File: src/rtl/mm2_pkg.sv
// Shared types and constants for the MurmurHash2 string hash block.
package mm2_pkg;

	localparam logic [31:0] HASH_M      = 32'h5bd1_e995;
	localparam int unsigned MIX_SHIFT   = 24;
	localparam int unsigned FIN_SHIFT_A = 13;
	localparam int unsigned FIN_SHIFT_B = 15;

	localparam int unsigned WORD_W   = 32;
	localparam int unsigned LENGTH_W = 31;
	localparam int unsigned COUNT_W  = 3;
	localparam int unsigned TDATA_W  = ((LENGTH_W + WORD_W + COUNT_W + 7) / 8) * 8;

	localparam int unsigned QUEUE_DEPTH = 4;
	localparam int unsigned QUEUE_PTR_W = $clog2(QUEUE_DEPTH);
	localparam int unsigned QUEUE_CNT_W = QUEUE_PTR_W + 1;

	// Item kind carried on tuser
	localparam logic KIND_START = 1'b0;
	localparam logic KIND_DATA  = 1'b1;

	// Operation handed from the front end to the back end
	typedef enum logic [1:0] {
		OP_START,
		OP_FULL,
		OP_PART,
		OP_SKIP
	} op_t;

	typedef struct packed {
		op_t         op;
		logic        last;
		logic [31:0] operand;
	} entry_t;

endpackage

File: src/rtl/mm2_front.sv
// Front end: accept items, track the open message, classify and premix words.
module mm2_front (
	input  logic                          clk,
	input  logic                          arst_n,
	input  logic                          in_valid,
	output logic                          in_ready,
	input  logic                          in_kind,
	input  logic [mm2_pkg::LENGTH_W-1:0]  in_length,
	input  logic [mm2_pkg::WORD_W-1:0]    in_word,
	input  logic [mm2_pkg::COUNT_W-1:0]   in_count,
	input  logic                          in_last,
	output logic                          push,
	output mm2_pkg::entry_t               push_entry,
	input  logic                          queue_full
);

	logic                  open_q;
	logic                  valid_s1;
	mm2_pkg::op_t          op_s1;
	logic                  last_s1;
	logic [31:0]           operand_s1;
	logic                  valid_s2;
	mm2_pkg::entry_t       entry_s2;

	logic                  ready_s1;
	logic                  ready_s2;
	logic                  accept;
	logic                  keep;
	mm2_pkg::op_t          op_in;
	logic                  last_in;
	logic [31:0]           operand_in;
	logic [31:0]           mask_in;
	logic [31:0]           k_shift;
	logic [31:0]           operand_mix;

	assign ready_s2 = !valid_s2 || !queue_full;
	assign ready_s1 = !valid_s1 || ready_s2;
	assign in_ready = ready_s1;
	assign accept   = in_valid && ready_s1;

	// Data arriving with no open message is dropped here
	assign keep = (in_kind == mm2_pkg::KIND_START) || open_q;

	always_comb begin
		unique case (in_count)
			3'd1:    mask_in = 32'h0000_00ff;
			3'd2:    mask_in = 32'h0000_ffff;
			3'd3:    mask_in = 32'h00ff_ffff;
			default: mask_in = 32'hffff_ffff;
		endcase
	end

	always_comb begin
		if (in_kind == mm2_pkg::KIND_START) begin
			op_in      = mm2_pkg::OP_START;
			last_in    = (in_length == '0);
			operand_in = {1'b0, in_length};
		end else begin
			last_in = in_last;
			unique case (in_count)
				3'd0: begin
					op_in      = mm2_pkg::OP_SKIP;
					operand_in = '0;
				end
				3'd1, 3'd2, 3'd3: begin
					op_in      = mm2_pkg::OP_PART;
					operand_in = in_word & mask_in;
				end
				default: begin
					op_in      = mm2_pkg::OP_FULL;
					operand_in = in_word * mm2_pkg::HASH_M;
				end
			endcase
		end
	end

	// Second half of the word mix: fold the high byte down, multiply again
	assign k_shift     = operand_s1 >> mm2_pkg::MIX_SHIFT;
	assign operand_mix = (op_s1 == mm2_pkg::OP_FULL) ?
		(operand_s1 ^ k_shift) * mm2_pkg::HASH_M : operand_s1;

	always_ff @(posedge clk or negedge arst_n) begin
		if (!arst_n) begin
			open_q   <= 1'b0;
			valid_s1 <= 1'b0;
			valid_s2 <= 1'b0;
		end else begin
			if (accept) begin
				if (in_kind == mm2_pkg::KIND_START) begin
					open_q <= (in_length != '0);
				end else if (open_q && in_last) begin
					open_q <= 1'b0;
				end
			end
			if (ready_s1) begin
				valid_s1 <= accept && keep;
			end
			if (ready_s2) begin
				valid_s2 <= valid_s1;
			end
		end
	end

	always_ff @(posedge clk) begin
		if (ready_s1) begin
			op_s1      <= op_in;
			last_s1    <= last_in;
			operand_s1 <= operand_in;
		end
		if (ready_s2) begin
			entry_s2.op      <= op_s1;
			entry_s2.last    <= last_s1;
			entry_s2.operand <= operand_mix;
		end
	end

	assign push       = valid_s2 && !queue_full;
	assign push_entry = entry_s2;

endmodule

File: src/rtl/mm2_queue.sv
// Short show-ahead queue between the front end and the back end.
module mm2_queue (
	input  logic                clk,
	input  logic                arst_n,
	input  logic                push,
	input  mm2_pkg::entry_t     push_entry,
	output logic                full,
	input  logic                pop,
	output logic                not_empty,
	output mm2_pkg::entry_t     head
);

	mm2_pkg::entry_t                    slots_q [mm2_pkg::QUEUE_DEPTH];
	logic [mm2_pkg::QUEUE_PTR_W-1:0]    wr_ptr_q;
	logic [mm2_pkg::QUEUE_PTR_W-1:0]    rd_ptr_q;
	logic [mm2_pkg::QUEUE_CNT_W-1:0]    count_q;

	assign full      = (count_q == mm2_pkg::QUEUE_CNT_W'(mm2_pkg::QUEUE_DEPTH));
	assign not_empty = (count_q != '0);
	assign head      = slots_q[rd_ptr_q];

	always_ff @(posedge clk or negedge arst_n) begin
		if (!arst_n) begin
			wr_ptr_q <= '0;
			rd_ptr_q <= '0;
			count_q  <= '0;
		end else begin
			if (push) begin
				wr_ptr_q <= wr_ptr_q + 1'b1;
			end
			if (pop) begin
				rd_ptr_q <= rd_ptr_q + 1'b1;
			end
			if (push && !pop) begin
				count_q <= count_q + 1'b1;
			end else if (pop && !push) begin
				count_q <= count_q - 1'b1;
			end
		end
	end

	always_ff @(posedge clk) begin
		if (push) begin
			slots_q[wr_ptr_q] <= push_entry;
		end
	end

	a_no_overflow: assert property (@(posedge clk) disable iff (!arst_n)
		full |-> !push || pop)
		else $error("queue written while full");

	a_no_underflow: assert property (@(posedge clk) disable iff (!arst_n)
		pop |-> not_empty)
		else $error("queue read while empty");

endmodule

File: src/rtl/mm2_back.sv
// Back end: fold queued operations into the running hash and finish messages.
module mm2_back (
	input  logic                clk,
	input  logic                arst_n,
	input  logic                not_empty,
	input  mm2_pkg::entry_t     head,
	output logic                pop,
	output logic                out_valid,
	input  logic                out_ready,
	output logic [31:0]         out_hash
);

	logic [31:0]  running_hash_q;
	logic         fin_valid_s1;
	logic [31:0]  fin_hash_s1;
	logic         fin_valid_s2;
	logic [31:0]  fin_prod_s2;
	logic         out_valid_q;
	logic [31:0]  out_hash_q;

	logic         fin_free;
	logic [31:0]  hash_next;
	logic [31:0]  fin_shift_a;
	logic [31:0]  fin_shift_b;

	// A finishing item needs the whole finish pipe and the output slot
	assign fin_free = !fin_valid_s1 && !fin_valid_s2 && (!out_valid_q || out_ready);
	assign pop      = not_empty && (!head.last || fin_free);

	always_comb begin
		unique case (head.op)
			mm2_pkg::OP_START: hash_next = head.operand;
			mm2_pkg::OP_FULL:  hash_next = (running_hash_q * mm2_pkg::HASH_M) ^ head.operand;
			mm2_pkg::OP_PART:  hash_next = (running_hash_q ^ head.operand) * mm2_pkg::HASH_M;
			default:           hash_next = running_hash_q;
		endcase
	end

	assign fin_shift_a = fin_hash_s1 >> mm2_pkg::FIN_SHIFT_A;
	assign fin_shift_b = fin_prod_s2 >> mm2_pkg::FIN_SHIFT_B;

	always_ff @(posedge clk or negedge arst_n) begin
		if (!arst_n) begin
			running_hash_q <= '0;
			fin_valid_s1   <= 1'b0;
			fin_valid_s2   <= 1'b0;
			out_valid_q    <= 1'b0;
		end else begin
			if (pop) begin
				running_hash_q <= hash_next;
			end
			fin_valid_s1 <= pop && head.last;
			fin_valid_s2 <= fin_valid_s1;
			if (fin_valid_s2) begin
				out_valid_q <= 1'b1;
			end else if (out_ready) begin
				out_valid_q <= 1'b0;
			end
		end
	end

	always_ff @(posedge clk) begin
		if (pop && head.last) begin
			fin_hash_s1 <= hash_next;
		end
		if (fin_valid_s1) begin
			fin_prod_s2 <= (fin_hash_s1 ^ fin_shift_a) * mm2_pkg::HASH_M;
		end
		if (fin_valid_s2) begin
			out_hash_q <= fin_prod_s2 ^ fin_shift_b;
		end
	end

	assign out_valid = out_valid_q;
	assign out_hash  = out_hash_q;

	a_single_finish: assert property (@(posedge clk) disable iff (!arst_n)
		$countones({fin_valid_s1, fin_valid_s2}) <= 1)
		else $error("two messages in the finish pipe");

	a_result_from_pipe: assert property (@(posedge clk) disable iff (!arst_n)
		fin_valid_s2 |-> !out_valid_q || out_ready)
		else $error("finished hash would overwrite a pending result");

endmodule

File: src/rtl/murmur2_string_hash.sv
// Top level of the MurmurHash2 (32-bit) string hash stream block.
// Path: the result of a message shows on m_axis_tvalid once its last item has passed
//   the 2 front stages, the queue, the back mix and the 2 finish stages.
// Throughput: one item per cycle for words that do not end a message, while the queue
//   has room; a message end waits until the 2-stage finish pipe is empty.
// Reset: arst_n clears the running hash to zero, closes any open message, empties the
//   queue and drops a pending result.
module murmur2_string_hash (
	input  logic                          clk,
	input  logic                          arst_n,

	input  logic                          s_axis_tvalid,
	output logic                          s_axis_tready,
	// [30:0] message_length, [62:31] data_word, [65:63] byte_count, [71:66] zero
	input  logic [mm2_pkg::TDATA_W-1:0]   s_axis_tdata,
	// [0] kind: 0 starts a message, 1 carries a data word
	input  logic                          s_axis_tuser,
	// last_word
	input  logic                          s_axis_tlast,

	output logic                          m_axis_tvalid,
	input  logic                          m_axis_tready,
	// [31:0] hash_value
	output logic [31:0]                   m_axis_tdata
);

	localparam int unsigned LEN_LO   = 0;
	localparam int unsigned WORD_LO  = LEN_LO + mm2_pkg::LENGTH_W;
	localparam int unsigned COUNT_LO = WORD_LO + mm2_pkg::WORD_W;

	logic                                 push;
	mm2_pkg::entry_t                      push_entry;
	logic                                 queue_full;
	logic                                 pop;
	logic                                 queue_not_empty;
	mm2_pkg::entry_t                      queue_head;

	// Front end: drop data outside a message, mask partial words, premix full words
	mm2_front u_front (
		.clk        (clk),
		.arst_n     (arst_n),
		.in_valid   (s_axis_tvalid),
		.in_ready   (s_axis_tready),
		.in_kind    (s_axis_tuser),
		.in_length  (s_axis_tdata[LEN_LO +: mm2_pkg::LENGTH_W]),
		.in_word    (s_axis_tdata[WORD_LO +: mm2_pkg::WORD_W]),
		.in_count   (s_axis_tdata[COUNT_LO +: mm2_pkg::COUNT_W]),
		.in_last    (s_axis_tlast),
		.push       (push),
		.push_entry (push_entry),
		.queue_full (queue_full)
	);

	// Decouple the two halves so a stalled result does not stop intake at once
	mm2_queue u_queue (
		.clk        (clk),
		.arst_n     (arst_n),
		.push       (push),
		.push_entry (push_entry),
		.full       (queue_full),
		.pop        (pop),
		.not_empty  (queue_not_empty),
		.head       (queue_head)
	);

	// Back end: at most one multiply per pop, then the finish mix into the output register
	mm2_back u_back (
		.clk        (clk),
		.arst_n     (arst_n),
		.not_empty  (queue_not_empty),
		.head       (queue_head),
		.pop        (pop),
		.out_valid  (m_axis_tvalid),
		.out_ready  (m_axis_tready),
		.out_hash   (m_axis_tdata)
	);

endmodule

File: config.mk
export PLATFORM = sky130hd
export DESIGN_NAME = murmur2_string_hash
export DESIGN_NICKNAME = d
export VERILOG_FILES = /design/src/rtl/mm2_pkg.sv /design/src/rtl/mm2_front.sv /design/src/rtl/mm2_queue.sv /design/src/rtl/mm2_back.sv /design/src/rtl/murmur2_string_hash.sv
export SDC_FILE = /design/constraint.sdc
export NUM_CORES = 2
export LEC_CHECK = 0
export BUFFER_PORTS_ARGS = -buffer_cell sky130_fd_sc_hd__buf_2
export CELL_PAD_IN_SITES_DETAIL_PLACEMENT = 0
export CELL_PAD_IN_SITES_GLOBAL_PLACEMENT = 1
export CORE_UTILIZATION = 49
export CTS_BUF_LIST = sky130_fd_sc_hd__clkbuf_2
export CTS_CLUSTER_DIAMETER = 30
export DETAILED_ROUTE_END_ITERATION = 10
export PLACE_DENSITY_LB_ADDON = 0.08
export SLEW_MARGIN = 20
export SYNTH_ARGS = -nofsm -noshare
export SYNTH_HDL_FRONTEND = slang
export SYNTH_SLANG_ARGS = --single-unit
File: constraint.sdc
create_clock -name clk -period 8.3 [get_ports clk]
set_clock_uncertainty 0.2 [all_clocks]
set_input_delay 0.83 -clock clk [delete_from_list [all_inputs] [get_ports clk]]
set_output_delay 0.83 -clock clk [all_outputs]
set_load 0.005 [all_outputs]
==> qor.yml <==
detailed_routing:
  drc: 0
  first_pass_iters: 5
  num_vias: 38400
  first_iter_violations: 1840
  drt-total-wl_um: 156000
  via_per_inst: 5.06
  antenna_left: 0
  wl_per_cell_um: 20.6
critical_path:
  slowest_stage: "mux4_2"
  critPathRequiredTime_ps: 9010
  path_max_fanout: 13
  cp-end-kind: "register"
  worstPathArrival_ps: 8710
  critical_path.top_delay_family: "adder cells"
  max_stage_delay_ps: 600
  start_kind: "register"
  path_class: "register to register"
  cpMostUsedCell: "inv_1"
  critPathBufInv: 9
floorplanning:
  fp.dieArea_sq_mm: 0.120
  io_pins: 112
  fp.dieW_um: 347
  placeableCoreArea_sq_mm: 0.118
  rows: 126
  start_util_pct: 49.4
  die_h_um: 347
layout:
  drive_above_1_share_pct: 10.5
  fin_util_pct: 54.4
  fin_area_sq_mm: 0.0642
  syn_to_final_growth_pct: 10.1
  mostFrequentLayoutCell: "inv_1"
  fin_nets: 8007
  multi_input_area_sq_mm: 0.0416
  fill_cells: 10700
  final_cell_mix: "inv_1, ha_1, fa_1"
  fin_cells: 7587
  seq_area_sq_mm: 0.0103
clock_tree:
  cts.htree.levels: 3
  clock_latency_ps: 1150
  cts_tree: "done"
  cts.path.max_buffers: 3
  cts_buffers: 98
  clk_pin_slew_ps: 100
  cts_root_buf: "clkbuf_2"
  cts_sinks: 351
sta:
  finalSetupTns_ps: 0
  post-route-period-util_pct: 96.4
  setup_viol: 0
  drv_slew: 0
  worst_slew_pin_slew_ps: 1020
  max_freq_ghz: 0.125
  rsz0062_at_grt: "true"
  hold_viol_final: 0
  post-route-min-period_ps: 8000
  max-slew-margin-rel_pct: 31.9
global_routing:
  globalRouteOverflowTotal: 0
  grt_pass1_vias: 41000
  antenna_found_initial: 1
  grt_pass1_wl_um: 242000
  grt_usage_pct: 26.9
  grt_max_degree: 56
synthesis:
  yosysWarnings: 0
  postSynthAreaPerCell_sq_um: 10.6
  ys_ff_latch: 351
  synth_edf_count: 306
  syn_inst: 5518
  synthFlopType: "edfxtp_1"
  synth_area_sq_mm: 0.0583
  syn-num-nets: 7558
  synth.distinct_cells: 85
  synth_seq_area_share_pct: 17.7
  async_reset_ff_share_pct: 12.8
run_status:
  status: "finished clean"
placement:
  hpwlAfterDp_um: 133000
  placed_cell_area_sq_mm: 0.0625
  io_buffers: 105
  dp_cells: 7351
  gp_congestion: 0.918
worst_hold_path:
  hold_class: "input port to register"
run:
  drv_cap: 0
==> tightest hold or removal path, cell delays in order <==
cell,delay [ps]
buf_2,140
nor2_1,100
nor2_1,160
nor2_1,120
==> logic make-up (layout without fill, tap and decap cells) <==
group	after synthesis	count (layout)	synth area share (%)
compound gates	479	479	5.51
fa+ha+maj	1963	1963	53.6
other cells	0	2	0
buf+inv	1755	2286	11.3
mux	58	58	1.74
xor+xnor	416	416	6.27
simple gates	496	496	3.88
flops	351	351	17.7
==> layer usage <==
metal  vias to the layer above  GRT usage [%]  routed length, um
li1                      18300              -                  -
met1                     19200           37.5              71600
met2                       736           45.2              75400
met3                       145           2.41               5350
met4                         0           6.56               3990
met5                         -              0                  0
==> area by class of cell <==
class / count / share of cell area, %
antenna: 2 / 0.00779
clock buffer: 139 / 1.08
inverter: 1700 / 9.93
clock inverter: 43 / 0.674
sequential: 351 / 16.1
multi-input combinational: 3412 / 64.7
tap: 1536 / 2.99
timing repair buffer: 404 / 4.58
==> flip-flops by register name, indices dropped and copies added, names as in the netlist, 3 cells and up <==
register               cells
u_front.operand_s1        32
u_back.running_hash_q     32
u_back.fin_prod_s2        32
u_queue.slots_q          140
u_back.fin_hash_s1        32
u_front.push_entry        35
u_queue.count_q            3
u_back.out_hash           32
==> cells in the mapped netlist (6+ instances only) <==
library cell | count | area (sq um)
inv_1 | 1698 | 6370
ha_1 | 1069 | 13400
fa_1 | 893 | 17900
edfxtp_1 | 306 | 9190
xnor2_1 | 279 | 2440
nor2_1 | 172 | 646
nand2_1 | 142 | 533
xor2_1 | 135 | 1180
a21oi_1 | 117 | 586
o21ai_0 | 101 | 505
dfrtp_1 | 45 | 1130
nor3_1 | 39 | 195
a21o_1 | 38 | 285
clkbuf_1 | 34 | 128
mux4_2 | 33 | 743
o21a_1 | 31 | 233
a221oi_1 | 27 | 236
nand3_1 | 26 | 130
nor2b_1 | 21 | 131
a31oi_1 | 19 | 119
mux2_2 | 19 | 214
a211oi_1 | 17 | 128
o21bai_1 | 17 | 128
nand2b_1 | 16 | 100
or2_2 | 16 | 100
o211ai_1 | 15 | 113
buf_1 | 12 | 45.0
and2_1 | 11 | 68.8
o31ai_1 | 11 | 82.6
or3_1 | 11 | 68.8
and3_1 | 10 | 62.6
o2bb2ai_1 | 10 | 87.6
nand4_1 | 9 | 56.3
nor4_1 | 7 | 43.8
o2111ai_1 | 7 | 61.3
buf_2 | 6 | 30.0
mux2i_1 | 6 | 60.1
nor3b_1 | 6 | 45.0
==> final timing paths <==
kind	startpoint	endpoint	slack (ps)	cells past startpoint
min in group asynchronous	arst_n	u_front.valid_s2	240	3
min reg2reg	u_front.last_s1	u_front.push_entry[32]	190	0
min	s_axis_tdata[63]	u_front.op_s1[0]	180	4
max	u_queue.rd_ptr_q[0]	u_back.fin_hash_s1[24]	300	29
max in group asynchronous	arst_n	u_back.running_hash_q[23]	7030	3
max reg2reg	u_queue.rd_ptr_q[0]	u_back.fin_hash_s1[24]	300	29
==> through the flow <==
step / hold WS (ps) / setup slack [ps]
2_1_floorplan: 200 / 61.4
3_3_place_gp: 206 / 150
3_5_place_dp: 205 / 184
4_1_cts: 13.5 / 119
5_1_grt: 77.4 / -9.98
6_report: 177 / 297
==> what timing repair did <==
item	in CTS	in global routing
endpoints found under the setup margin	0	20
hold buffers	44	0
gates resized for setup	0	19
endpoints found under the hold margin	82	0
buffers inserted	0	8
Power is not shown: default switching activity piles up to over one toggle a cycle in this logic, so the estimate is an artifact.
